## src/design/pr3_pkg.sv

```systemverilog
// Shared types and constants for the 3x3 pyramid reduce core.
// No dependencies; imported by every pr3 module.
`timescale 1ns / 1ps
`default_nettype none
package pr3_pkg;

	localparam int MAX_WIDTH_DEF = 1024;
	localparam int MAX_HEIGHT    = 4096;

	localparam int PIX_W       = 8;
	localparam int SUM_W       = 12;
	localparam int OUT_COL_W   = 9;
	localparam int OUT_ROW_W   = 11;
	localparam int OUT_TDATA_W = 32;
	localparam int FRAME_W_W   = 11;
	localparam int FRAME_H_W   = 13;
	localparam int ROW_W       = 12;
	localparam int CFG_IDX_W   = 1;
	localparam int CFG_DATA_W  = 13;

	localparam int FRAME_W_RST = 640;
	localparam int FRAME_H_RST = 480;
	localparam int SUM_MAX     = 4080;

	typedef enum logic [CFG_IDX_W-1:0] {
		REG_FRAME_WIDTH  = 1'b0,
		REG_FRAME_HEIGHT = 1'b1
	} cfg_reg_t;

	// position info of one input word
	typedef struct packed {
		logic                 c_odd;
		logic                 r_odd;
		logic                 col_edge;  // column pair 0: left neighbor clamps
		logic                 row_edge;  // row pair 0: upper neighbor clamps
		logic                 last_col;
		logic                 last_row;
		logic [OUT_COL_W-1:0] out_col;
		logic [OUT_ROW_W-1:0] out_row;
	} tag_t;

endpackage
`default_nettype wire

```

## src/design/pr3_kernel.sv

```systemverilog
// Stage 1 column/window logic, 3x3 binomial sum and output register.
// Depends on pr3_pkg.
`timescale 1ns / 1ps
`default_nettype none
module pr3_kernel (
	input  wire logic                             clk,
	input  wire logic                             arst_n,
	input  wire logic                             accept,
	input  wire pr3_pkg::tag_t                    tag_i,
	input  wire logic [pr3_pkg::PIX_W-1:0]        px_i,
	input  wire logic [pr3_pkg::PIX_W-1:0]        older,
	input  wire logic [pr3_pkg::PIX_W-1:0]        newer,
	output logic                                  in_ready,
	output logic                                  wr_en,
	output logic      [pr3_pkg::PIX_W-1:0]        wr_older,
	output logic      [pr3_pkg::PIX_W-1:0]        wr_newer,
	output logic                                  m_tvalid,
	input  wire logic                             m_tready,
	output logic      [pr3_pkg::OUT_TDATA_W-1:0]  m_tdata,
	output logic                                  m_tlast
);
	import pr3_pkg::*;

	logic             s1_valid;
	tag_t             tag_s1;
	logic [PIX_W-1:0] px_s1;
	logic             adv_out;
	logic             s1_adv;
	logic [PIX_W-1:0] ct, cm, cb;
	logic [PIX_W-1:0] lt, lm, lb, mt, mm, mb;
	logic [PIX_W-1:0] win_q [6];
	logic             emit;
	logic             done;
	logic [SUM_W-1:0] sum;

	logic                 m_tvalid_q;
	logic [SUM_W-1:0]     blurred_q;
	logic [OUT_COL_W-1:0] out_col_q;
	logic [OUT_ROW_W-1:0] out_row_q;
	logic                 done_q;

	assign adv_out  = !m_tvalid_q || m_tready;
	assign s1_adv   = s1_valid && adv_out;
	assign in_ready = !s1_valid || adv_out;

	always_ff @(posedge clk or negedge arst_n) begin
		if (!arst_n) begin
			s1_valid <= 1'b0;
		end else if (accept) begin
			s1_valid <= 1'b1;
		end else if (s1_adv) begin
			s1_valid <= 1'b0;
		end
	end

	always_ff @(posedge clk) begin
		if (accept) begin
			tag_s1 <= tag_i;
			px_s1  <= px_i;
		end
	end

	// vertical triple of the current column
	always_comb begin
		if (tag_s1.r_odd) begin
			cm = newer;
			ct = tag_s1.row_edge ? newer : older;
			cb = px_s1;
		end else begin
			cm = px_s1;
			ct = tag_s1.row_edge ? px_s1 : newer;
			cb = px_s1;
		end
	end

	always_comb begin
		if (tag_s1.c_odd) begin
			mt = win_q[0];
			mm = win_q[1];
			mb = win_q[2];
			lt = tag_s1.col_edge ? win_q[0] : win_q[3];
			lm = tag_s1.col_edge ? win_q[1] : win_q[4];
			lb = tag_s1.col_edge ? win_q[2] : win_q[5];
		end else begin
			mt = ct;
			mm = cm;
			mb = cb;
			lt = tag_s1.col_edge ? ct : win_q[0];
			lm = tag_s1.col_edge ? cm : win_q[1];
			lb = tag_s1.col_edge ? cb : win_q[2];
		end
	end

	assign sum = (SUM_W'(mm) << 2)
		+ ((SUM_W'(lm) + SUM_W'(cm) + SUM_W'(mt) + SUM_W'(mb)) << 1)
		+ SUM_W'(lt) + SUM_W'(ct) + SUM_W'(lb) + SUM_W'(cb);

	assign emit = (tag_s1.r_odd || tag_s1.last_row) && (tag_s1.c_odd || tag_s1.last_col);
	assign done = tag_s1.last_row && tag_s1.last_col;

	always_ff @(posedge clk or negedge arst_n) begin
		if (!arst_n) begin
			for (int i = 0; i < 6; i++) begin
				win_q[i] <= '0;
			end
		end else if (s1_adv) begin
			win_q[3] <= win_q[0];
			win_q[4] <= win_q[1];
			win_q[5] <= win_q[2];
			win_q[0] <= ct;
			win_q[1] <= cm;
			win_q[2] <= cb;
		end
	end

	assign wr_en    = s1_adv;
	assign wr_older = newer;
	assign wr_newer = px_s1;

	always_ff @(posedge clk or negedge arst_n) begin
		if (!arst_n) begin
			m_tvalid_q <= 1'b0;
		end else if (adv_out) begin
			m_tvalid_q <= s1_adv && emit;
		end
	end

	always_ff @(posedge clk) begin
		if (s1_adv && emit) begin
			blurred_q <= sum;
			out_col_q <= tag_s1.out_col;
			out_row_q <= tag_s1.out_row;
			done_q    <= done;
		end
	end

	assign m_tvalid = m_tvalid_q;
	assign m_tdata  = {out_row_q, out_col_q, blurred_q};
	assign m_tlast  = done_q;

	a_accept_ready: assert property (@(posedge clk) disable iff (!arst_n)
		accept |-> in_ready)
		else $error("word taken while stage 1 blocked");
	a_s1_hold: assert property (@(posedge clk) disable iff (!arst_n)
		(s1_valid && !adv_out) |=> s1_valid && $stable(px_s1) && $stable(tag_s1))
		else $error("stalled stage 1 lost its word");
	a_out_source: assert property (@(posedge clk) disable iff (!arst_n)
		$rose(m_tvalid_q) |-> $past(s1_valid))
		else $error("result without a word in stage 1");
	a_sum_range: assert property (@(posedge clk) disable iff (!arst_n)
		m_tvalid_q |-> (32'(blurred_q) <= SUM_MAX))
		else $error("weighted sum out of range");

endmodule
`default_nettype wire

```

## config.mk

```make
export PLATFORM = sky130hd
export DESIGN_NAME = pr3_kernel
export DESIGN_NICKNAME = d
export VERILOG_FILES = /design/src/design/pr3_pkg.sv /design/src/design/pr3_kernel.sv
export SDC_FILE = /design/constraint.sdc
export NUM_CORES = 1
export LEC_CHECK = 0
export BUFFER_PORTS_ARGS = -buffer_cell sky130_fd_sc_hd__buf_4
export CAP_MARGIN = 20
export CORE_UTILIZATION = 40
export CTS_CLUSTER_DIAMETER = 120
export DETAILED_ROUTE_END_ITERATION = 8
export PLACE_DENSITY = 0.67
export SYNTH_ARGS = -nofsm -noshare
export SYNTH_HDL_FRONTEND = slang
export SYNTH_SLANG_ARGS = --single-unit
```

## constraint.sdc

```tcl
create_clock -name clk -period 10.14 [get_ports clk]
set_clock_uncertainty 0.2 [all_clocks]
set_input_delay 2.028 -clock clk [delete_from_list [all_inputs] [get_ports clk]]
set_output_delay 2.028 -clock clk [all_outputs]
set_load 0.01 [all_outputs]
```

Yosys cells after proc, flatten, opt, wreduce, memory -nomap -nowiden

Index checks and enable logic that the tools add are counted.

Input bits: 54
Logic and storage cells: 58
Output and inout port bits: 52
Register bits: 117

Add/sub/neg operators: 8
Muxes and demuxes: 18
Reduce and logical (&&, ||, !) cells: 11

Operators with widths:

| operator                | number |
|---|---|
| 2-to-1 mux 8 bit        | 16 |
| adder 12 x 8 -> 12 bit  | 4 |
| adder 10 x 12 -> 12 bit | 1 |
| adder 10 x 8 -> 11 bit  | 1 |
| adder 9 x 8 -> 10 bit   | 1 |
| adder 8 x 8 -> 9 bit    | 1 |
| logical AND 1 bit       | 4 |
| logical OR 1 bit        | 4 |
| zero test 1 bit         | 2 |
| 2-to-1 mux 1 bit        | 2 |
| nonzero test 2 bit      | 1 |

Depth between registers and ports, before layout

Gate-level depths: netlist of the first run.

Depth after elaboration: 11
Gate-level depth with buffers: 29

Worst setup path after synthesis of the first run

Ideal clock, no wire load.

Kind: input to register
Start: in newer[0] (netlist bit)
End: reg blurred_q[9] (data pin)
Data required time: 9682 ps
Stages: 25
Arrival: 7376 ps
Setup slack: 2305 ps
Cells stage by stage: nor2b_1 -> a211oi_1 -> a21oi_1 -> mux2_2 -> fa_1 -> inv_1 -> fa_1 -> inv_1 -> ha_1 -> inv_1 -> fa_1 -> nor2b_1 -> o21ai_0 -> nand2_1 -> xnor2_1 -> fa_1 -> fa_1 -> fa_1 -> inv_1 -> ha_1 -> and3_4 -> a2111oi_4 -> o21bai_1 -> a21oi_1 -> xnor2_1

Elaborated cells on any way between the ends: 18
Those cells by class: add/sub: 8; mux: 10

RTL lines:

| what                                   | line                               | RTL |
|---|---|---|
| start, declared                        | pr3_kernel.sv:12                   | `input wire logic [pr3_pkg::PIX_W-1:0] newer,` |
| 2-to-1 mux 8 bit (on tied branches)    | pr3_kernel.sv:71, pr3_kernel.sv:67 |  |
| 2-to-1 mux 8 bit *                     | pr3_kernel.sv:65                   | `if (tag_s1.r_odd) begin` |
| net ct[0]                              | pr3_kernel.sv:29                   | `logic [PIX_W-1:0] ct, cm, cb;` |
| 2-to-1 mux 8 bit                       | pr3_kernel.sv:77                   | `if (tag_s1.c_odd) begin` |
| adder 9 x 8 -> 10 bit                  | pr3_kernel.sv:95                   | `+ ((SUM_W'(lm) + SUM_W'(cm) + SUM_W'(mt) + SUM_W'(mb)) << 1)` |
| adder 10 x 8 -> 11 bit                 | pr3_kernel.sv:95                   |  |
| adder 10 x 12 -> 12 bit                | pr3_kernel.sv:95                   |  |
| adder 12 x 8 -> 12 bit                 | pr3_kernel.sv:96                   | `+ SUM_W'(lt) + SUM_W'(ct) + SUM_W'(lb) + SUM_W'(cb);` |
| adder 12 x 8 -> 12 bit * (3 in series) | pr3_kernel.sv:96                   |  |
| net sum[9]                             | pr3_kernel.sv:34                   | `logic [SUM_W-1:0] sum;` |
| end signal, assigned                   | pr3_kernel.sv:130                  | `blurred_q <= sum;` |
| end, declared                          | pr3_kernel.sv:37                   | `logic [SUM_W-1:0] blurred_q;` |

Mark *: on every way through the listed nets, which the timed path passes. The rest lies on a longest branch.
A chain may end at the register's enable or synchronous reset.

Worst setup path after layout of the first run

Ends and elaborated chain as after synthesis.

==> impl_metrics.json, run 1 <==
{
  "h-tree-depth": 4,
  "worst-path-buf-inv": 5,
  "ys_ff_latch": 117,
  "slew_violations": 0,
  "die_area_um2": 18400,
  "drt_iter0_markers": 269,
  "hp-start": "tag_s1[11]",
  "grt_antenna_before_repair": 0,
  "synth_cell_types": 46,
  "synth_fp_nets": 723,
  "grt_pass1_vias": 4933,
  "crit_type": "in2reg",
  "path_clk_slew_ps": 60,
  "ys_seq_area_frac": 0.457,
  "grt_max_degree": 67,
  "finalCritPeriodShare": 0.788,
  "hold_viol_final": 0,
  "synthArstFlopShare": 0.427,
  "synthAdderAreaFrac": 0.174,
  "wl_um": 14300,
  "fin_cells": 929,
  "post_cts_buffers": 0,
  "critPathMostFrequentCell": "fa_1",
  "globalplace.congestion": 0.805,
  "hp-class": "reg2reg",
  "cp.arrival_ps": 7950,
  "cts-root-buf": "clkbuf_16",
  "cts_hold_repair.buffers": 0,
  "clk-insertion-delay-late_ps": 420,
  "port_buffers": 105,
  "globalRoute.totalOverflow": 0,
  "fin_setup_tns_ps": 0,
  "fmax_ghz": 0.125,
  "ant_nets": 0,
  "row_count": 48,
  "slew-limit-headroom": 0.324,
  "cts_sinks": 117,
  "avgRoutedWirePerCell_um": 15.4,
  "drt_first_pass_iters": 4,
  "cts_resized": 0,
  "num-fill-cells": 1554,
  "outcome": "finished clean",
  "synth-edff-count": 67,
  "die_y_um": 136,
  "cpPeakStageDelay_ps": 540,
  "min_to": "out_col_q[0]",
  "r2r_end": "blurred_q[9]",
  "cp_data_required_time_ps": 10100,
  "maxCapViolations": 0,
  "placed_cells": 897,
  "yosysWarnings": 0,
  "layout-drive-gt1-share": 0.280,
  "synth_mux_area_frac": 0.136,
  "synth_top_family_by_area": "adder cells",
  "die_w_um": 136,
  "start_util": 0.412,
  "grt_pass1_wl_um": 24000,
  "rsz0062_at_grt": "false",
  "cts_buffers": 17,
  "worst_pin_slew_ps": 1010,
  "coreArea_um2": 17400,
  "cp-end-kind": "register",
  "r2r_slack_ps": 2770,
  "worst_r2r_startpoint": "tag_s1[24]",
  "synthesis.area_um2": 7140,
  "diodes": 0,
  "crit_fanout": 6,
  "crit_family": "adder cells",
  "synth_compound_area_frac": 0.0895,
  "synth-xor-area-share": 0.0184,
  "cts_max_path_buffers": 2,
  "vias": 4603,
  "slowest_stage": "fa_1",
  "area_delta_synth_final_pct": 20.8,
  "finalCriticalPeriod_ps": 7990,
  "avgSynthCellArea_um2": 12.0,
  "synthSimpleGateAreaFrac": 0.0624,
  "final_util": 0.497,
  "rr_worst_depth": 23,
  "grt_usage": 0.170,
  "synth-main-ff-cell": "edfxtp_1",
  "start_kind": "primary input",
  "nNetsFinal": 817,
  "vias_per_cell": 4.95,
  "synthCells": 597,
  "io_pins": 106,
  "drc": 0,
  "setup_viol": 0,
  "cts_tree": "done",
  "hold_depth": 0,
  "dpl.hpwl_um": 10300
}
-- stage by stage --
step / setup slack, ps / instance area [um^2] / hold slack (ps)
3_5_place_dp: 1700 / 8070 / 205
6_report: 2150 / 8630 / 217
4_1_cts: 2130 / 8630 / 220
5_1_grt: 1700 / 8630 / 222
2_1_floorplan: 2310 / 7140 / 200
3_3_place_gp: 1830 / 8070 / 200
-- cells by family after synthesis --
kind of cell / Yosys count
simple gates: 94
buf+inv: 105
flops: 117
compound gates: 103
fa+ha+maj: 72
mux: 91
xor+xnor: 15
-- worst register-to-register path: cells and delay by family, from the launching register on --
| kind | cells | cell delay, ps |
|---|---|---|
| adder cells (fa/ha/maj) | 8 | 3350 |
| multiplexers | 1 | 490 |
| buffers and inverters | 3 | 170 |
| flip-flops | 1 | 1020 |
| AO/OA/AOI/OAI | 6 | 1220 |
| XOR/XNOR | 2 | 220 |
| AND/OR/NAND/NOR | 3 | 470 |
-- synthesized netlist by cell type (4+ instances only) --
cell type	count	area share
fa_1	46	0.13
buf_4	9	0.0095
buf_1	4	0.0021
nor3_1	5	0.0035
mux2i_1	44	0.062
a211oi_1	19	0.020
mux2_2	47	0.074
dfrtp_1	50	0.18
nand2_1	40	0.021
o21ai_0	36	0.025
clkbuf_1	10	0.0053
xor2_1	5	0.0061
inv_1	69	0.036
nor2b_1	16	0.014
nor2_1	15	0.0079
o211ai_1	4	0.0042
xnor2_1	10	0.012
edfxtp_1	67	0.28
a21oi_1	27	0.019
nand3_1	5	0.0035
nand2b_1	4	0.0035
ha_1	26	0.046
buf_2	10	0.0070
-- placed cells by master, fill, tap and decap left out, types with 2 or more instances in the layout --
cell and count:
inv_6 6, nand2b_1 4, xnor2_1 10, o21a_1 3
mux2i_1 44, buf_4 109, o21bai_1 3, inv_1 69
nor3_1 5, dfrtp_1 50, clkbuf_16 17, a211oi_1 19
and2_1 2, nor2_1 14, o21ai_0 36, inv_8 4
nand3_1 5, xor2_1 5, a21o_1 2, nand2_1 39
fa_1 46, clkinv_4 2, a21oi_1 27, mux2_2 47
clkinv_2 2, edfxtp_1 67, o211ai_1 4, ha_1 26
nor2b_1 16
-- layout make-up --
type / count / area, um^2 / share of cell area
Inverter: 71 / 267 / 0.0309
Clock buffer: 17 / 425 / 0.0493
Sequential cell: 117 / 3260 / 0.378
Multi-Input combinational cell: 375 / 3440 / 0.399
Timing Repair Buffer: 109 / 818 / 0.0948
Clock inverter: 15 / 133 / 0.0154
Tap cell: 225 / 282 / 0.0326
-- flip-flops by register name, summed over array words and instances (netlist names) --
name and count:
out_row_q 11, wr_newer 8, win_q 48, m_tlast 1, blurred_q 12, s1_valid 1, tag_s1 26, out_col_q 9
m_tvalid 1
-- worst max-delay path by stage --
stage                   end      from  cells past startpoint  slack (ps)
5_1_grt        blurred_q[9]  newer[1]                     25        1700
3_5_place_dp   blurred_q[9]  newer[0]                     26        1700
4_1_cts        blurred_q[9]  newer[0]                     26        2130
3_3_place_gp   blurred_q[9]  newer[0]                     26        1830
6_report       blurred_q[9]  newer[0]                     26        2150
2_1_floorplan  blurred_q[9]  newer[0]                     25        2310
-- routing by layer --
layer	wire length (um)	global-route usage	up-vias	share of wire
li1	-	-	2244	-
met2	7630	0.298	56	0.53
met3	342	0.0344	13	0.024
met1	6140	0.202	2290	0.43
met5	0	0	-	0
met4	207	0.0705	0	0.014
Power of run 1 is not shown: default switching activity piles up to over one toggle a cycle in this logic, so the estimate is an artifact.
==> run 2, diff against run 1 <==
--- a/config.mk
+++ b/config.mk
@@ -10,7 +10,7 @@
 export CORE_UTILIZATION = 40
 export CTS_CLUSTER_DIAMETER = 120
 export DETAILED_ROUTE_END_ITERATION = 8
-export PLACE_DENSITY = 0.67
+export PLACE_DENSITY = 0.7
 export SYNTH_ARGS = -nofsm -noshare
 export SYNTH_HDL_FRONTEND = slang
 export SYNTH_SLANG_ARGS = --single-unit
==> constraint.sdc (replaced) <==
create_clock -name clk -period 7.1 [get_ports clk]
set_clock_uncertainty 0.2 [all_clocks]
set_input_delay 1.42 -clock clk [delete_from_list [all_inputs] [get_ports clk]]
set_output_delay 1.42 -clock clk [all_outputs]
set_load 0.01 [all_outputs]
==> impl_metrics.json, run 2 (synthesis results as in run 1) <==
{
  "worst_r2r_startpoint": "tag_s1[24]",
  "cts_max_path_buffers": 2,
  "grt_antenna_before_repair": 0,
  "vias": 4854,
  "drt_iter0_markers": 168,
  "layout-drive-gt1-share": 0.340,
  "cts_buffers": 17,
  "place_area_um2": 8390,
  "maxCapViolations": 0,
  "cp.arrival_ps": 6860,
  "hold_viol_final": 0,
  "slowest_stage": "fa_1",
  "hp-start": "tag_s1[5]",
  "row_count": 48,
  "avgRoutedWirePerCell_um": 15.9,
  "cts_hold_repair.buffers": 0,
  "fmax_ghz": 0.145,
  "wl_um": 15500,
  "dpl.hpwl_um": 11200,
  "largest_registers": "win_q (48), tag_s1 (26), blurred_q (12)",
  "hp-class": "reg2reg",
  "cp_data_required_time_ps": 7040,
  "layout_common_cells": "148 x buf_4, 67 x edfxtp_1, 66 x inv_1, 50 x dfrtp_1, 46 x mux2_2",
  "start_kind": "primary input",
  "fin_cells": 971,
  "rsz0062_at_grt": "true",
  "cpPeakStageDelay_ps": 540,
  "io_pins": 106,
  "dp_slack_ps": -482,
  "finalCriticalPeriod_ps": 6910,
  "critPathMostFrequentCell": "fa_1",
  "coreArea_um2": 17400,
  "holdWs_ps": 216,
  "cts_tree": "done",
  "area_delta_synth_final_pct": 27.4,
  "outcome": "finished clean",
  "setup_viol": 0,
  "vias_per_cell": 5.00,
  "design_area_um2": 9100,
  "crit_fanout": 3,
  "die_area_um2": 18400,
  "globalplace.congestion": 0.843,
  "ant_nets": 0,
  "placed_cells": 934,
  "drc": 0,
  "worst_pin_slew_ps": 1050,
  "die_y_um": 136,
  "cts-root-buf": "clkbuf_16",
  "nNetsFinal": 859,
  "start_util": 0.412,
  "slew_violations": 0,
  "worst_slack_ps": 187,
  "largest_register_ffs": 48,
  "globalRoute.totalOverflow": 0,
  "crit_start": "newer[1]",
  "drt_first_pass_iters": 6,
  "grt_usage": 0.174,
  "cts_sinks": 117,
  "cp-end-kind": "register",
  "grt_pass1_vias": 5038,
  "path_clk_slew_ps": 50,
  "clk-insertion-delay-late_ps": 410,
  "finalCritPeriodShare": 0.974,
  "largest_register": "win_q",
  "die_w_um": 136,
  "grt_max_degree": 60,
  "crit_type": "in2reg",
  "diodes": 0,
  "h-tree-depth": 4,
  "slew-limit-headroom": 0.295,
  "grt_pass1_wl_um": 24300,
  "final_common_cell": "buf_4",
  "crit_chain": "buf_6 -> buf_4 -> mux2i_2 -> a21oi_2 -> mux2i_2 -> fa_1 -> fa_1 -> inv_1 -> ha_2 -> inv_2 -> fa_2 -> buf_4 -> xor2_1 -> fa_1 -> fa_1 -> fa_1 -> inv_1 -> ha_1 -> nor2b_1 -> o2111ai_1 -> nand3_1 -> o41ai_2 -> xnor2_1",
  "port_buffers": 105
}
## run 2: cell types whose count changed in the layout (fill, tap and decap cells not counted), sizes merged
cell and change:
inv -10, clkbuf +3, clkinvlp +1, buf +42
clkinv +3, bufinv +3
## run 2: final cells by class
cell class | instances | area, um^2
fillers | 1492 | 8260
well taps | 225 | 282
repair buffers | 151 | 1160
multi-input cells | 375 | 3550
clock inverters | 12 | 136
clock buffers | 20 | 437
flip-flops and latches | 117 | 3260
inverters | 71 | 267
## run 2: per-layer routing
metal	vias up	track usage	wire length, um
met5	-	0	0
met4	0	0.0730	399
met3	21	0.0348	331
met2	72	0.318	8500
met1	2432	0.195	6250
li1	2329	-	-
## run 2: final timing paths
| check | to | slack, ps | depth (start not counted) |
|---|---|---|---|
| hold / removal | out_row_q[5] | 220 | 0 |
| setup reg to reg | blurred_q[10] | 390 | 22 |
| min in group asynchronous | win_q[24] | 840 | 1 |
| max in group asynchronous | win_q[39] | 5390 | 1 |
| hold reg to reg | out_row_q[5] | 220 | 0 |
| setup / recovery | blurred_q[10] | 190 | 23 |
## run 2: per-stage QoR
stage | TNS, ps | utilization
after CTS | 0 | 0.517
final | 0 | 0.524
after global placement | -1190 | 0.483
after detailed placement | -1740 | 0.483
after floorplan | 0 | -
after global routing | -124 | 0.524
## run 2: timing repair
item                       4_1_cts  5_1_grt
hold endpoints to repair         0        0
pin swaps                        2       21
setup endpoints to repair        2        4
gates resized for setup          0       23
buffers inserted                 0        5
## run 2: critical path, delay by kind of cell
kind | cells | cell delay [ps]
adder cells (fa/ha/maj) | 8 | 3280
AO/OA/AOI/OAI | 3 | 670
buffers and inverters | 6 | 530
multiplexers | 2 | 400
AND/OR/NAND/NOR | 2 | 310
XOR/XNOR | 2 | 250
Power of run 2 is left out for the same reason.
