<file path="src/design/pr3_pkg.sv">
// Shared types and constants for the 3x3 pyramid reduce core.
// No dependencies; imported by every pr3 module.
`timescale 1ns / 1ps
`default_nettype none
package pr3_pkg;

	localparam int MAX_WIDTH_DEF = 1024;
	localparam int MAX_HEIGHT    = 4096;

	localparam int PIX_W       = 8;
	localparam int SUM_W       = 12;
	localparam int OUT_COL_W   = 9;
	localparam int OUT_ROW_W   = 11;
	localparam int OUT_TDATA_W = 32;
	localparam int FRAME_W_W   = 11;
	localparam int FRAME_H_W   = 13;
	localparam int ROW_W       = 12;
	localparam int CFG_IDX_W   = 1;
	localparam int CFG_DATA_W  = 13;

	localparam int FRAME_W_RST = 640;
	localparam int FRAME_H_RST = 480;
	localparam int SUM_MAX     = 4080;

	typedef enum logic [CFG_IDX_W-1:0] {
		REG_FRAME_WIDTH  = 1'b0,
		REG_FRAME_HEIGHT = 1'b1
	} cfg_reg_t;

	// position info of one input word
	typedef struct packed {
		logic                 c_odd;
		logic                 r_odd;
		logic                 col_edge;  // column pair 0: left neighbor clamps
		logic                 row_edge;  // row pair 0: upper neighbor clamps
		logic                 last_col;
		logic                 last_row;
		logic [OUT_COL_W-1:0] out_col;
		logic [OUT_ROW_W-1:0] out_row;
	} tag_t;

endpackage
`default_nettype wire

</file>
<file path="src/design/pr3_pos.sv">
// Frame geometry registers and raster position counters.
// Depends on pr3_pkg.
`timescale 1ns / 1ps
`default_nettype none
module pr3_pos #(
	parameter int MAX_WIDTH = pr3_pkg::MAX_WIDTH_DEF,
	localparam int CNT_W = $clog2(MAX_WIDTH)
) (
	input  wire logic                            clk,
	input  wire logic                            arst_n,
	input  wire logic                            cfg_we,
	input  wire logic [pr3_pkg::CFG_IDX_W-1:0]   cfg_idx,
	input  wire logic [pr3_pkg::CFG_DATA_W-1:0]  cfg_data,
	input  wire logic                            adv,
	output pr3_pkg::tag_t                        tag,
	output logic      [CNT_W-1:0]                addr
);
	import pr3_pkg::*;

	logic [FRAME_W_W-1:0] width_q;
	logic [FRAME_H_W-1:0] height_q;
	logic [CNT_W-1:0]     col_q;
	logic [ROW_W-1:0]     row_q;
	logic [CNT_W-1:0]     w_last;
	logic [ROW_W-1:0]     h_last;
	logic                 last_col;
	logic                 last_row;
	logic                 cfg_hit;

	always_comb begin
		if (width_q == '0) begin
			w_last = '0;
		end else if (32'(width_q) > MAX_WIDTH) begin
			w_last = CNT_W'(MAX_WIDTH - 1);
		end else begin
			w_last = CNT_W'(width_q - FRAME_W_W'(1));
		end
		if (height_q == '0) begin
			h_last = '0;
		end else if (32'(height_q) > MAX_HEIGHT) begin
			h_last = ROW_W'(MAX_HEIGHT - 1);
		end else begin
			h_last = ROW_W'(height_q - FRAME_H_W'(1));
		end
	end

	always_comb begin
		case (cfg_reg_t'(cfg_idx))
			REG_FRAME_WIDTH:  cfg_hit = cfg_we;
			REG_FRAME_HEIGHT: cfg_hit = cfg_we;
			default:          cfg_hit = 1'b0;
		endcase
	end

	assign last_col = (col_q == w_last);
	assign last_row = (row_q == h_last);

	always_ff @(posedge clk or negedge arst_n) begin
		if (!arst_n) begin
			width_q  <= FRAME_W_W'(FRAME_W_RST);
			height_q <= FRAME_H_W'(FRAME_H_RST);
		end else if (cfg_we) begin
			case (cfg_reg_t'(cfg_idx))
				REG_FRAME_WIDTH:  width_q  <= cfg_data[FRAME_W_W-1:0];
				REG_FRAME_HEIGHT: height_q <= cfg_data[FRAME_H_W-1:0];
				default: ;
			endcase
		end
	end

	// any register write restarts the frame
	always_ff @(posedge clk or negedge arst_n) begin
		if (!arst_n) begin
			col_q <= '0;
			row_q <= '0;
		end else if (cfg_hit) begin
			col_q <= '0;
			row_q <= '0;
		end else if (adv) begin
			if (last_col) begin
				col_q <= '0;
				row_q <= last_row ? '0 : row_q + ROW_W'(1);
			end else begin
				col_q <= col_q + CNT_W'(1);
			end
		end
	end

	assign addr = col_q;

	always_comb begin
		tag.c_odd    = col_q[0];
		tag.r_odd    = row_q[0];
		tag.col_edge = ((col_q >> 1) == '0);
		tag.row_edge = ((row_q >> 1) == '0);
		tag.last_col = last_col;
		tag.last_row = last_row;
		tag.out_col  = OUT_COL_W'(col_q >> 1);
		tag.out_row  = OUT_ROW_W'(row_q >> 1);
	end

	a_col_in_frame: assert property (@(posedge clk) disable iff (!arst_n)
		col_q <= w_last)
		else $error("column counter beyond frame width");
	a_row_in_frame: assert property (@(posedge clk) disable iff (!arst_n)
		row_q <= h_last)
		else $error("row counter beyond frame height");
	a_cfg_restart: assert property (@(posedge clk) disable iff (!arst_n)
		cfg_hit |=> (col_q == '0) && (row_q == '0))
		else $error("register write did not restart frame");

endmodule
`default_nettype wire

</file>
<file path="config.mk">
export PLATFORM = sky130hd
export DESIGN_NAME = pr3_pos
export DESIGN_NICKNAME = d
export VERILOG_FILES = /design/src/design/pr3_pkg.sv /design/src/design/pr3_pos.sv
export SDC_FILE = /design/constraint.sdc
export NUM_CORES = 1
export LEC_CHECK = 0
export CAP_MARGIN = 0
export CORE_ASPECT_RATIO = 1.75
export CORE_MARGIN = 2
export CORE_UTILIZATION = 55
export DETAILED_ROUTE_END_ITERATION = 6
export DONT_BUFFER_PORTS = 1
export PLACE_DENSITY = 0.82
export SLEW_MARGIN = 20
export SYNTH_ARGS = -nofsm -noshare
export SYNTH_HDL_FRONTEND = slang
export SYNTH_SLANG_ARGS = --single-unit
</file>
<file path="constraint.sdc">
create_clock -name clk -period 3.1 [get_ports clk]
set_input_delay 0.31 -clock clk [delete_from_list [all_inputs] [get_ports clk]]
set_output_delay 0.31 -clock clk [all_outputs]
set_load 0.01 [all_outputs]
</file>
Yosys cells after proc, flatten, opt, wreduce, memory -nomap -nowiden:

Cells that the tools add are included.

* input port bits: 18
* output and inout bits: 36
* register bits after elaboration: 46
* logic and storage cells: 33

* muxes and demuxes: 11
* bitwise gates (word level): 1
* equality and inequality tests: 2
* reduce and logical (&&, ||, !) cells: 9
* $add $sub $neg: 4
* order comparisons: 2

Operators by type and width (count)
* 12-bit 2-to-1 mux: 6
* 10-bit 2-to-1 mux: 5
* 13-bit > comparator (second input constant): 1
* 13-bit logical NOT: 1
* 12-bit by 1-bit adder with 12-bit output (second input constant): 1
* 12-bit == test: 1
* 12-bit logical NOT: 1
* 12-bit by 1-bit subtractor with 12-bit output (second input constant): 1
* 11-bit > comparator (second input constant): 1
* 11-bit logical NOT: 1
* 10-bit by 1-bit adder with 10-bit output (second input constant): 1
* 10-bit == test: 1
* 10-bit logical NOT: 1
* 10-bit by 1-bit subtractor with 10-bit output (second input constant): 1
* 2-bit AND reduction: 3
* 2-bit nonzero test: 2
* 1-bit inverter: 1

Logic depth before layout (Yosys ltp):

Gate-level depths: netlist of the first run.

* depth after elaboration: 8
* gate-level depth with buffers: 13

Worst setup path after synthesis of the first run:

Ideal clock, no wire load.

* path kind: reg-to-reg
* from: reg width_q[4]
* to: reg row_q[11]
* period minus slack after synthesis: 3.325 ns
* setup time: 0.078 ns
* data required time: 3.022 ns
* cell stages (with the launch flop): 11
* arrival time: 3.247 ns
* buffers on the path: 2
* setup slack: -0.225 ns
* cells stage by stage: dfrtp_1 buf_6 or4_4 buf_6 o31a_1 or4_1 a22o_1 nor4_4 nand4_4 or4_1 a21oi_1

* longest elaborated chain between the ends: 6

RTL lines
* start: declaration: line pr3_pos.sv:20 `logic [FRAME_W_W-1:0] width_q;`
* start signal: assignment: line pr3_pos.sv:60 `width_q <= FRAME_W_W'(FRAME_W_RST);`
* start signal: assignment: line pr3_pos.sv:64 `REG_FRAME_WIDTH: width_q <= cfg_data[FRAME_W_W-1:0];`
* 10-bit by 1-bit subtractor with 10-bit output / 11-bit > comparator (equally long branches): line pr3_pos.sv:36, pr3_pos.sv:33
* 10-bit 2-to-1 mux: line pr3_pos.sv:33 `end else if (32'(width_q) > MAX_WIDTH) begin`
* 10-bit 2-to-1 mux (*): line pr3_pos.sv:31 `if (width_q == '0) begin`
* 10-bit == test (*): line pr3_pos.sv:55 `assign last_col = (col_q == w_last);`
* 2-bit nonzero test (no source line) (*)
* 2-bit AND reduction (no source line) (*)
* end signal: assignment: line pr3_pos.sv:82 `row_q <= last_row ? '0 : row_q + ROW_W'(1);`
* end: declaration: line pr3_pos.sv:23 `logic [ROW_W-1:0] row_q;`

Mark *: on every way between the ends. The rest lies on a longest branch, timed or not.
A chain may end at the register's enable or synchronous reset.

==> flow_summary_export.csv, run 1 <==
group,metric,value,unit
hold_path,hold_class,"in2reg",
place,portBuffers,0,
yosys,syn_area_per_cell,8.45,µm²
floorplan,dieHeight,112,µm
critical_path,cp_slowest_stage_delay,570,ps
floorplan,fp.coreArea,6490,µm²
global_routing,grtUsageTotal,33.5,%
run,drv_cap,0,
sta,skew,13.6,ps
yosys,ys_seq_area_share,31.5,%
critical_path,r2r-end,"row_q[10]$_DFFE_PN0P_",
yosys,synth_async_sr_flop_share,100,%
yosys,synth_seq_cells,46,
finish,postLayoutCoreUtil,72.4,%
global_routing,gr-total-overflow,0,
place,place_area,4080,µm²
critical_path,worstPathCellList,"inv_1, ha_1, or3b_4, or4_4, a2111oi_4, a31oi_1, nand3b_1, nand4_4, inv_8, buf_12",
sta,slew_headroom,56.9,%
place,post-dp-hpwl,8.43,mm
sta,holdWs,60.1,ps
clocking,clkLatencyLatePin,300,ps
floorplan,ios,54,
clocking,cts_root_buf,"clkbuf_16",
clocking,numCtsBuffers,5,
critical_path,endpoint,"tag[20]",
yosys,synth_edf_count,0,
clocking,clock-sinks,46,
critical_path,reg2reg_slack,-110,ps
floorplan,die_w,65.8,µm
critical_path,crit_slowest_cell,"or4_4",
critical_path,critPathBufInv,3,
yosys,synth_fp_nets,457,
sta,hold_violations,0,
critical_path,crit_cells,10,
finish,drive_above_1_share,37.2,%
critical_path,cp_max_fo,7,
yosys,yosysWarnings,0,
finish,final_nets,500,
sta,fmax,309,MHz
yosys,synth_ff_type,"dfrtp_1",
yosys,yosys.cell_types.count,68,
critical_path,r2r-start,"height_q[1]$_DFFE_PN0P_",
global_routing,antenna_found_initial,0,
finish,diodes,0,
run_status,violations,"negative setup slack",
route,routedWlPerCell,21.7,µm
floorplan,start_util,56.6,%
yosys,synthCells,435,
critical_path,startpoint,"height_q[1]$_DFFE_PN0P_",
place,placed_cells,530,
critical_path,cp.required,2790,ps
finish,design_area,4700,µm²
floorplan,row_count,39,
pwr,leakage,1.88,nW
yosys,syn_area,3670,µm²
route,via_count,3845,
global_routing,grt_pass1_vias,3875,
global_routing,grt_pass1_wl,19.0,mm
finish,final_cells,561,
floorplan,die-area,7380,µm²
critical_path,cp-end-kind,"primary output",
route,first_iter_violations,376,
clocking,clk_pin_slew,70,ps
route,drt_wl_total,12.2,mm
critical_path,worst_setup_path_start_kind,"flop",
route,drc,0,
sta,rsz0062_at_grt,"yes",
critical_path,cp.arrival,2920,ps
route,via_per_inst,6.85,
sta,setup_viol,12,
route,firstDrtPassIters,6,
critical_path,r2r_cells,10,
finish,area_delta_synth_final,27.9,%
route,ant_nets,0,
sta,slew_violations,0,
sta,finalCritPeriodShare,104,%
finish,n_fill_cell,475,
clocking,cts_tree,"built",
critical_path,crit_family,"simple AND/OR/NAND/NOR gates",
sta,setup_slack,-135,ps
sta,tightest_slew,644,ps
clocking,htree_num_levels,2,
clocking,cts_buffer_depth,2,
place,place_congestion,0.966,
run_status,status,"complete, but fails checks",
sta,period_minus_slack,3230,ps
global_routing,grt_max_degree,47,
critical_path,critPathKind,"reg2out",
pwr,ir_drop,0.295,mV
pwr,cellPowerDensity,423,nW/µm²
[sequential cells by signal, indices dropped and copies added (netlist names)]
register  count
width_q      11
height_q     13
row_q        12
addr         10
[cell type report]
type | instances | area (µm²) | share of cell area, %
Multi-Input combinational cell | 328 | 2530 | 53.9
Clock inverter | 3 | 21.3 | 0.453
Clock buffer | 5 | 125 | 2.66
Timing Repair Buffer | 84 | 703 | 15.0
Sequential cell | 46 | 1160 | 24.7
Tap cell | 82 | 103 | 2.18
Inverter | 13 | 56.3 | 1.20
[Yosys cell counts, drive strengths merged (4+ instances only)]
library cell | instances | area, µm²
or3 | 8 | 50.1
xor2 | 7 | 61.3
a21oi | 27 | 135
a22oi | 6 | 45.0
a211oi | 5 | 37.5
ha | 4 | 50.1
nor2 | 17 | 63.8
mux2 | 22 | 248
o21ai | 21 | 105
or2 | 7 | 43.8
nor3 | 18 | 90.1
nor4 | 20 | 146
dfrtp | 40 | 1000
clkbuf | 31 | 116
a2bb2oi | 7 | 61.3
and3 | 11 | 68.8
xnor2 | 7 | 61.3
a31oi | 10 | 62.6
or4 | 13 | 101
buf | 18 | 130
inv | 13 | 48.8
nand3 | 14 | 70.1
nand2 | 32 | 120
nand4 | 8 | 71.3
dfstp | 6 | 158
o31ai | 5 | 37.5
nor2b | 7 | 43.8
[worst min path at each step]
stage | from | end | slack (ps) | cells after the start
6_report | cfg_we | row_q[5]$_DFFE_PN0P_ | 60 | 1
3_5_place_dp | arst_n | height_q[11]$_DFFE_PN0P_ | 20 | 0
2_1_floorplan | arst_n | addr[0]$_DFFE_PN0P_ | 10 | 0
5_1_grt | cfg_we | row_q[9]$_DFFE_PN0P_ | 60 | 1
3_3_place_gp | arst_n | height_q[11]$_DFFE_PN0P_ | 20 | 0
4_1_cts | cfg_we | row_q[9]$_DFFE_PN0P_ | 60 | 1
[worst reg2reg max path, delay by kind of cell, from the launching register on]
family / cells / cell delay, ps
AND/OR/NAND/NOR: 5 / 1680
AO/OA/AOI/OAI: 3 / 830
flip-flops: 1 / 420
buffers and inverters: 2 / 220
[layer usage]
metal	global-route usage (%)	vias to the layer above	part of all wire, %
met2	59.2	182	54
met4	20.8	0	5.3
met3	5.71	63	5.9
met1	35.5	1860	35
met5	0	-	0
li1	-	1740	-
[cells in the final DEF (no fill, tap or decap), types with 12 or more instances in the layout]
cell type,n
buf_4,71
a21oi_1,17
nand2_1,32
nor3_1,16
nand3_1,14
nor4_1,16
mux2_2,22
o21ai_0,18
inv_1,12
nor2_1,17
dfrtp_1,40
[report_power, final]
group / switching [mW] / total [mW] / internal [mW]
clock: 0.246 / 0.545 / 0.299
combinational: 0.372 / 0.688 / 0.316
sequential: 0.0906 / 0.755 / 0.664
total: 0.708 / 1.99 / 1.28
[repair_timing]
action                                  CTS  global route
endpoints found under the setup margin   11            24
hold endpoints to repair                 46             0
setup buffers                             8            12
resized for setup                        23            38
gates cloned                              1             0
pin swaps                                16            14
hold buffers                              2             0
[cells by family (layout without fill, tap and decap cells)]
logic type | Yosys count | in the layout | synth area share (%)
AOI/OAI and AO/OA | 113 | 113 | 20.9
muxes | 23 | 23 | 7.01
adders and majority gates | 4 | 4 | 1.36
and+or+nand+nor | 173 | 174 | 27.9
DFF | 46 | 46 | 31.5
xor gates and xnor gates | 14 | 14 | 3.34
buffers and inverters | 62 | 105 | 8.04
[metrics by stage]
stage / setup TNS, ps / setup WS (ps) / power, mW
after global placement: -30.0 / -30.0 / 1.32
after detailed placement: -484 / -126 / 1.34
final: -903 / -135 / 1.99
after CTS: -1900 / -191 / 1.92
after global routing: -4000 / -429 / 2.08
after floorplan: -121 / -51.0 / 1.13
Power figures use the tool's default switching activity.
==> inputs of run 2 (changes only) <==
--- a/config.mk
+++ b/config.mk
@@ -8,10 +8,10 @@
 export CAP_MARGIN = 0
 export CORE_ASPECT_RATIO = 1.75
 export CORE_MARGIN = 2
-export CORE_UTILIZATION = 55
+export CORE_UTILIZATION = 45
 export DETAILED_ROUTE_END_ITERATION = 6
 export DONT_BUFFER_PORTS = 1
-export PLACE_DENSITY = 0.82
+export PLACE_DENSITY = 0.71
 export SLEW_MARGIN = 20
 export SYNTH_ARGS = -nofsm -noshare
 export SYNTH_HDL_FRONTEND = slang
==> flow_summary_export.csv, run 2 (same netlist as run 1, synthesis figures left out) <==
group,metric,value,unit
run_status,status,"complete, but fails checks",
run_status,violations,"negative setup slack",
clocking,cts_root_buf,"clkbuf_16",
finish,final_cell_mix,"buf_4 (67), dfrtp_1 (40), nand2_1 (32)",
critical_path,startpoint,"height_q[1]$_DFFE_PN0P_",
critical_path,r2r-end,"row_q[3]$_DFFE_PN0P_",
hold_path,hold_class,"in2reg",
route,routedWlPerCell,21.8,µm
sta,finalSetupTns,-2040,ps
clocking,htree_num_levels,2,
route,ant_nets,0,
critical_path,worst_setup_path_start_kind,"flop",
critical_path,r2r-start,"height_q[0]$_DFFE_PN0P_",
pwr,leakage,1.85,nW
sta,skew,9.93,ps
critical_path,cp_max_fo,6,
global_routing,antenna_found_initial,0,
finish,final_nets,497,
global_routing,gr-total-overflow,0,
route,drc,0,
clocking,clock-sinks,46,
critical_path,cp.required,2790,ps
sta,setup_slack,-216,ps
floorplan,row_count,43,
finish,n_fill_cell,648,
finish,final_cells,566,
global_routing,grt_max_degree,47,
finish,final_common_cell,"buf_4",
route,drt_wl_total,12.3,mm
route,first_iter_violations,310,
finish,diodes,0,
sta,period_minus_slack,3320,ps
global_routing,grtUsageTotal,27.3,%
route,firstDrtPassIters,5,
sta,slew_headroom,63.3,%
sta,tightest_slew,546,ps
floorplan,ios,54,
clocking,clk_pin_slew,70,ps
place,post-dp-hpwl,8.56,mm
global_routing,grt_pass1_wl,18.8,mm
place,place_congestion,1.02,
clocking,numCtsBuffers,5,
sta,hold_violations,0,
floorplan,fp.coreArea,7910,µm²
place,portBuffers,0,
sta,rsz0062_at_grt,"yes",
critical_path,endpoint,"tag[20]",
floorplan,die_w,72.3,µm
finish,area_delta_synth_final,27.3,%
route,via_per_inst,6.78,
clocking,clkLatencyLatePin,300,ps
critical_path,r2r_cells,12,
critical_path,cp.arrival,3010,ps
sta,setup_viol,21,
global_routing,grt_pass1_vias,3753,
run,drv_cap,0,
critical_path,reg2reg_slack,-200,ps
route,via_count,3836,
finish,largest-register,"height_q",
clocking,cts_tree,"built",
pwr,ir_drop,0.294,mV
floorplan,dieHeight,124,µm
sta,fmax,302,MHz
clocking,cts_buffer_depth,2,
sta,slew_violations,0,
floorplan,die-area,8930,µm²
place,placed_cells,535,
finish,top_regs,"height_q: 13 flops, row_q: 12 flops, width_q: 11 flops",
critical_path,cp-end-kind,"primary output",
sta,finalCritPeriodShare,107,%
floorplan,start_util,46.5,%
pwr,cellPowerDensity,441,nW/µm²
finish,drive_above_1_share,37.2,%
critical_path,critPathKind,"reg2out",
finish,largest_register_ff_count,13,
==> run 2: per-stage QoR <==
step	power, mW	utilization [%]	area (µm²)	setup WS (ps)	hold WS, ps
2_1_floorplan	1.13	-	3790	-51.0	14.4
3_3_place_gp	1.32	51.4	4070	-8.25	15.7
3_5_place_dp	1.34	51.4	4070	-67.6	15.8
4_1_cts	2.00	56.0	4430	-232	55.5
5_1_grt	2.14	59.1	4680	-332	55.8
6_report	2.06	59.1	4680	-216	64.9
==> run 2: critical path: stages, from the launching register on <==
cell	delay (ps)
dfrtp_1	410
or4_4	580
buf_4	170
or2_2	330
a2111oi_1	450
o21ai_0	130
a31oi_1	270
nand4_4	150
clkinv_4	110
buf_12	100
==> run 2: per-layer routing <==
layer  vias up  track usage (%)  part of all wire (%)  wire length, µm
li1       1723                -                     -                -
met1      1857             27.9                    35             4280
met2       193             48.9                    52             6480
met3        63             4.24                   5.2              644
met4         0             20.0                   7.7              945
met5         -                0                     0                0
==> run 2: repair_timing <==
item / in CTS / in global routing
buffers inserted: 11 / 11
setup endpoints to repair: 14 / 23
endpoints found under the hold margin: 46 / 0
pin swaps: 18 / 30
cloned: 0 / 0
hold buffers: 2 / 0
gates resized for setup: 23 / 43
==> run 2: layout make-up <==
class                      instances  area [µm²]  area share [%]
multi-input combinational        327        2490            53.2
clock inverter                     2        37.5           0.803
sequential                        46        1160            24.8
clock buffer                       6         129            2.76
tap                               90         113            2.41
inverter                          13        53.8            1.15
timing repair buffer              82         696            14.9
==> run 2: worst min path at each step <==
stage / from / end / slack [ps] / cells past startpoint
floorplan: arst_n / addr[0]$_DFFE_PN0P_ / 10 / 0
global placement: arst_n / width_q[3]$_DFFE_PN0P_ / 20 / 0
detailed placement: arst_n / width_q[2]$_DFFE_PN0P_ / 20 / 0
CTS: cfg_we / row_q[11]$_DFFE_PN0P_ / 60 / 1
global route: cfg_we / addr[4]$_DFFE_PN0P_ / 60 / 1
finish: cfg_we / addr[5]$_DFFE_PN0P_ / 60 / 1
==> run 2: where the power goes <==
part           internal [mW]  switching, mW
Combinational          0.306          0.377
Sequential             0.664         0.0796
Clock                  0.382          0.253
Total                   1.35          0.709
==> inputs of run 3 (changes only) <==
--- a/config.mk
+++ b/config.mk
@@ -7,7 +7,6 @@
 export LEC_CHECK = 0
 export CAP_MARGIN = 0
 export CORE_ASPECT_RATIO = 1.75
-export CORE_MARGIN = 2
 export CORE_UTILIZATION = 45
 export DETAILED_ROUTE_END_ITERATION = 6
 export DONT_BUFFER_PORTS = 1
==> flow_summary_export.csv, run 3 (same netlist as run 1, synthesis figures left out) <==
group,metric,value,unit
run_status,status,"complete, but fails checks",
run_status,violations,"negative setup slack",
hold_path,hold_class,"in2reg",
sta,slew_headroom,57.5,%
finish,n_fill_cell,683,
route,routedWlPerCell,20.7,µm
sta,period_minus_slack,3250,ps
finish,design_area,4710,µm²
pwr,cellPowerDensity,428,nW/µm²
sta,tightest_slew,632,ps
global_routing,grt_max_degree,47,
clocking,numCtsBuffers,5,
global_routing,antenna_found_initial,0,
global_routing,grtUsageTotal,27.5,%
critical_path,cp.arrival,2940,ps
finish,final_cells,563,
run,drv_cap,0,
place,place_area,4070,µm²
pwr,internal-power,1.33,mW
route,ant_nets,0,
clocking,clock-sinks,46,
floorplan,die-area,8550,µm²
sta,skew,9.81,ps
floorplan,ios,54,
finish,area_delta_synth_final,28.2,%
critical_path,cp.required,2790,ps
finish,ff_latch_area,1160,µm²
sta,holdWs,61.4,ps
global_routing,grt_pass1_wl,18.4,mm
clocking,cts_tree,"built",
pwr,p_sw,690,µW
finish,diodes,0,
sta,slew_violations,0,
pwr,ir_drop,0.288,mV
sta,setup_viol,15,
pwr,seq_power_share,37.6,%
route,drt_wl_total,11.6,mm
floorplan,die_w,70.3,µm
clocking,htree_num_levels,2,
finish,final_common_cell,"buf_4",
sta,fmax,308,MHz
floorplan,dieHeight,122,µm
place,placed_cells,535,
sta,finalCritPeriodShare,105,%
finish,drive_above_1_share,39.5,%
clocking,cts_buffer_depth,2,
place,portBuffers,0,
route,first_iter_violations,271,
route,drc,0,
global_routing,grt_pass1_vias,3682,
critical_path,cp_max_fo,7,
floorplan,fp.coreArea,7910,µm²
finish,largest-register,"height_q",
pwr,comb_power_share,33.2,%
pwr,power_frac_clock,29.2,%
clocking,clkLatencyLatePin,300,ps
finish,top_regs,"height_q: 13 flops, row_q: 12 flops, width_q: 11 flops",
floorplan,start_util,46.5,%
critical_path,critPathKind,"reg2out",
sta,rsz0062_at_grt,"yes",
route,via_per_inst,6.59,
clocking,cts_root_buf,"clkbuf_16",
pwr,leakage,1.83,nW
route,via_count,3710,
finish,largest_register_ff_count,13,
finish,multi_input_area,2560,µm²
place,post-dp-hpwl,8.42,mm
sta,hold_violations,0,
finish,final_cell_mix,"buf_4 (67), dfrtp_1 (39), nand2_1 (32)",
global_routing,gr-total-overflow,0,
pwr,power_switching_share,34.2,%
pwr,power.total,2.02,mW
floorplan,row_count,43,
critical_path,worst_setup_path_start_kind,"flop",
finish,final_nets,494,
clocking,clk_pin_slew,70,ps
critical_path,cp-end-kind,"primary output",
sta,setup_slack,-149,ps
place,place_congestion,0.895,
route,firstDrtPassIters,4,
run 3: routing by layer:
| metal | share of wire, % | vias to the layer above | global-route usage, % | wire (µm) |
|---|---|---|---|---|
| met1 | 34 | 1812 | 26.1 | 4000 |
| met3 | 4.6 | 46 | 6.20 | 536 |
| li1 | - | 1719 | - | - |
| met2 | 55 | 133 | 52.1 | 6440 |
| met5 | 0 | - | 0 | 0 |
| met4 | 5.7 | 0 | 17.0 | 662 |
run 3: area by class of cell:
class | instances | area share, %
flip-flops and latches | 46 | 24.6
clock inverters | 1 | 0.186
clock buffers | 7 | 3.24
inverters | 13 | 1.14
well taps | 90 | 2.39
repair buffers | 79 | 14.1
multi-input cells | 327 | 54.3
run 3: power groups by stage:
stage	registers, mW	logic, mW	clock network (mW)
after floorplan	0.730	0.405	0
after global placement	0.756	0.559	0
after detailed placement	0.759	0.568	0
after CTS	0.751	0.620	0.595
after global routing	0.768	0.726	0.616
final	0.757	0.669	0.590
run 3: per-stage QoR:
stage | setup WS [ps] | setup TNS [ps] | util [%]
after floorplan | -51.0 | -121 | -
after global placement | -12.1 | -23.7 | 51.4
after detailed placement | -41.1 | -162 | 51.4
after CTS | -99.5 | -659 | 56.8
after global routing | -274 | -3470 | 59.6
final | -149 | -1380 | 59.6
run 3: worst paths after layout:
| path | startpoint | endpoint | slack [ps] | cells after the start |
|---|---|---|---|---|
| min | cfg_we | row_q[10]$_DFFE_PN0P_ | 60 | 1 |
| max reg2reg | width_q[6]$_DFFE_PN0P_ | row_q[3]$_DFFE_PN0P_ | -140 | 10 |
| max in group asynchronous | arst_n | height_q[5]$_DFFE_PN1P_ | 2310 | 2 |
| min reg2reg | height_q[1]$_DFFE_PN0P_ | height_q[1]$_DFFE_PN0P_ | 570 | 1 |
| min in group asynchronous | arst_n | addr[3]$_DFFE_PN0P_ | 510 | 2 |
| max | width_q[6]$_DFFE_PN0P_ | tag[21] | -150 | 9 |
run 3: critical path, stage by stage (launching register included):
cell	delay, ps
dfrtp_1	380
or4_4	610
buf_4	190
nor4_1	520
o31ai_2	100
a22o_1	230
nor4_4	150
buf_4	170
and3_4	190
buf_6	100
run 3: what timing repair did:
| action | CTS | global route |
|---|---|---|
| pin swaps | 34 | 12 |
| buffers inserted | 12 | 7 |
| hold buffers | 2 | 0 |
| gates resized for setup | 37 | 39 |
| endpoints found under the hold margin | 46 | 0 |
| setup endpoints to repair | 14 | 22 |
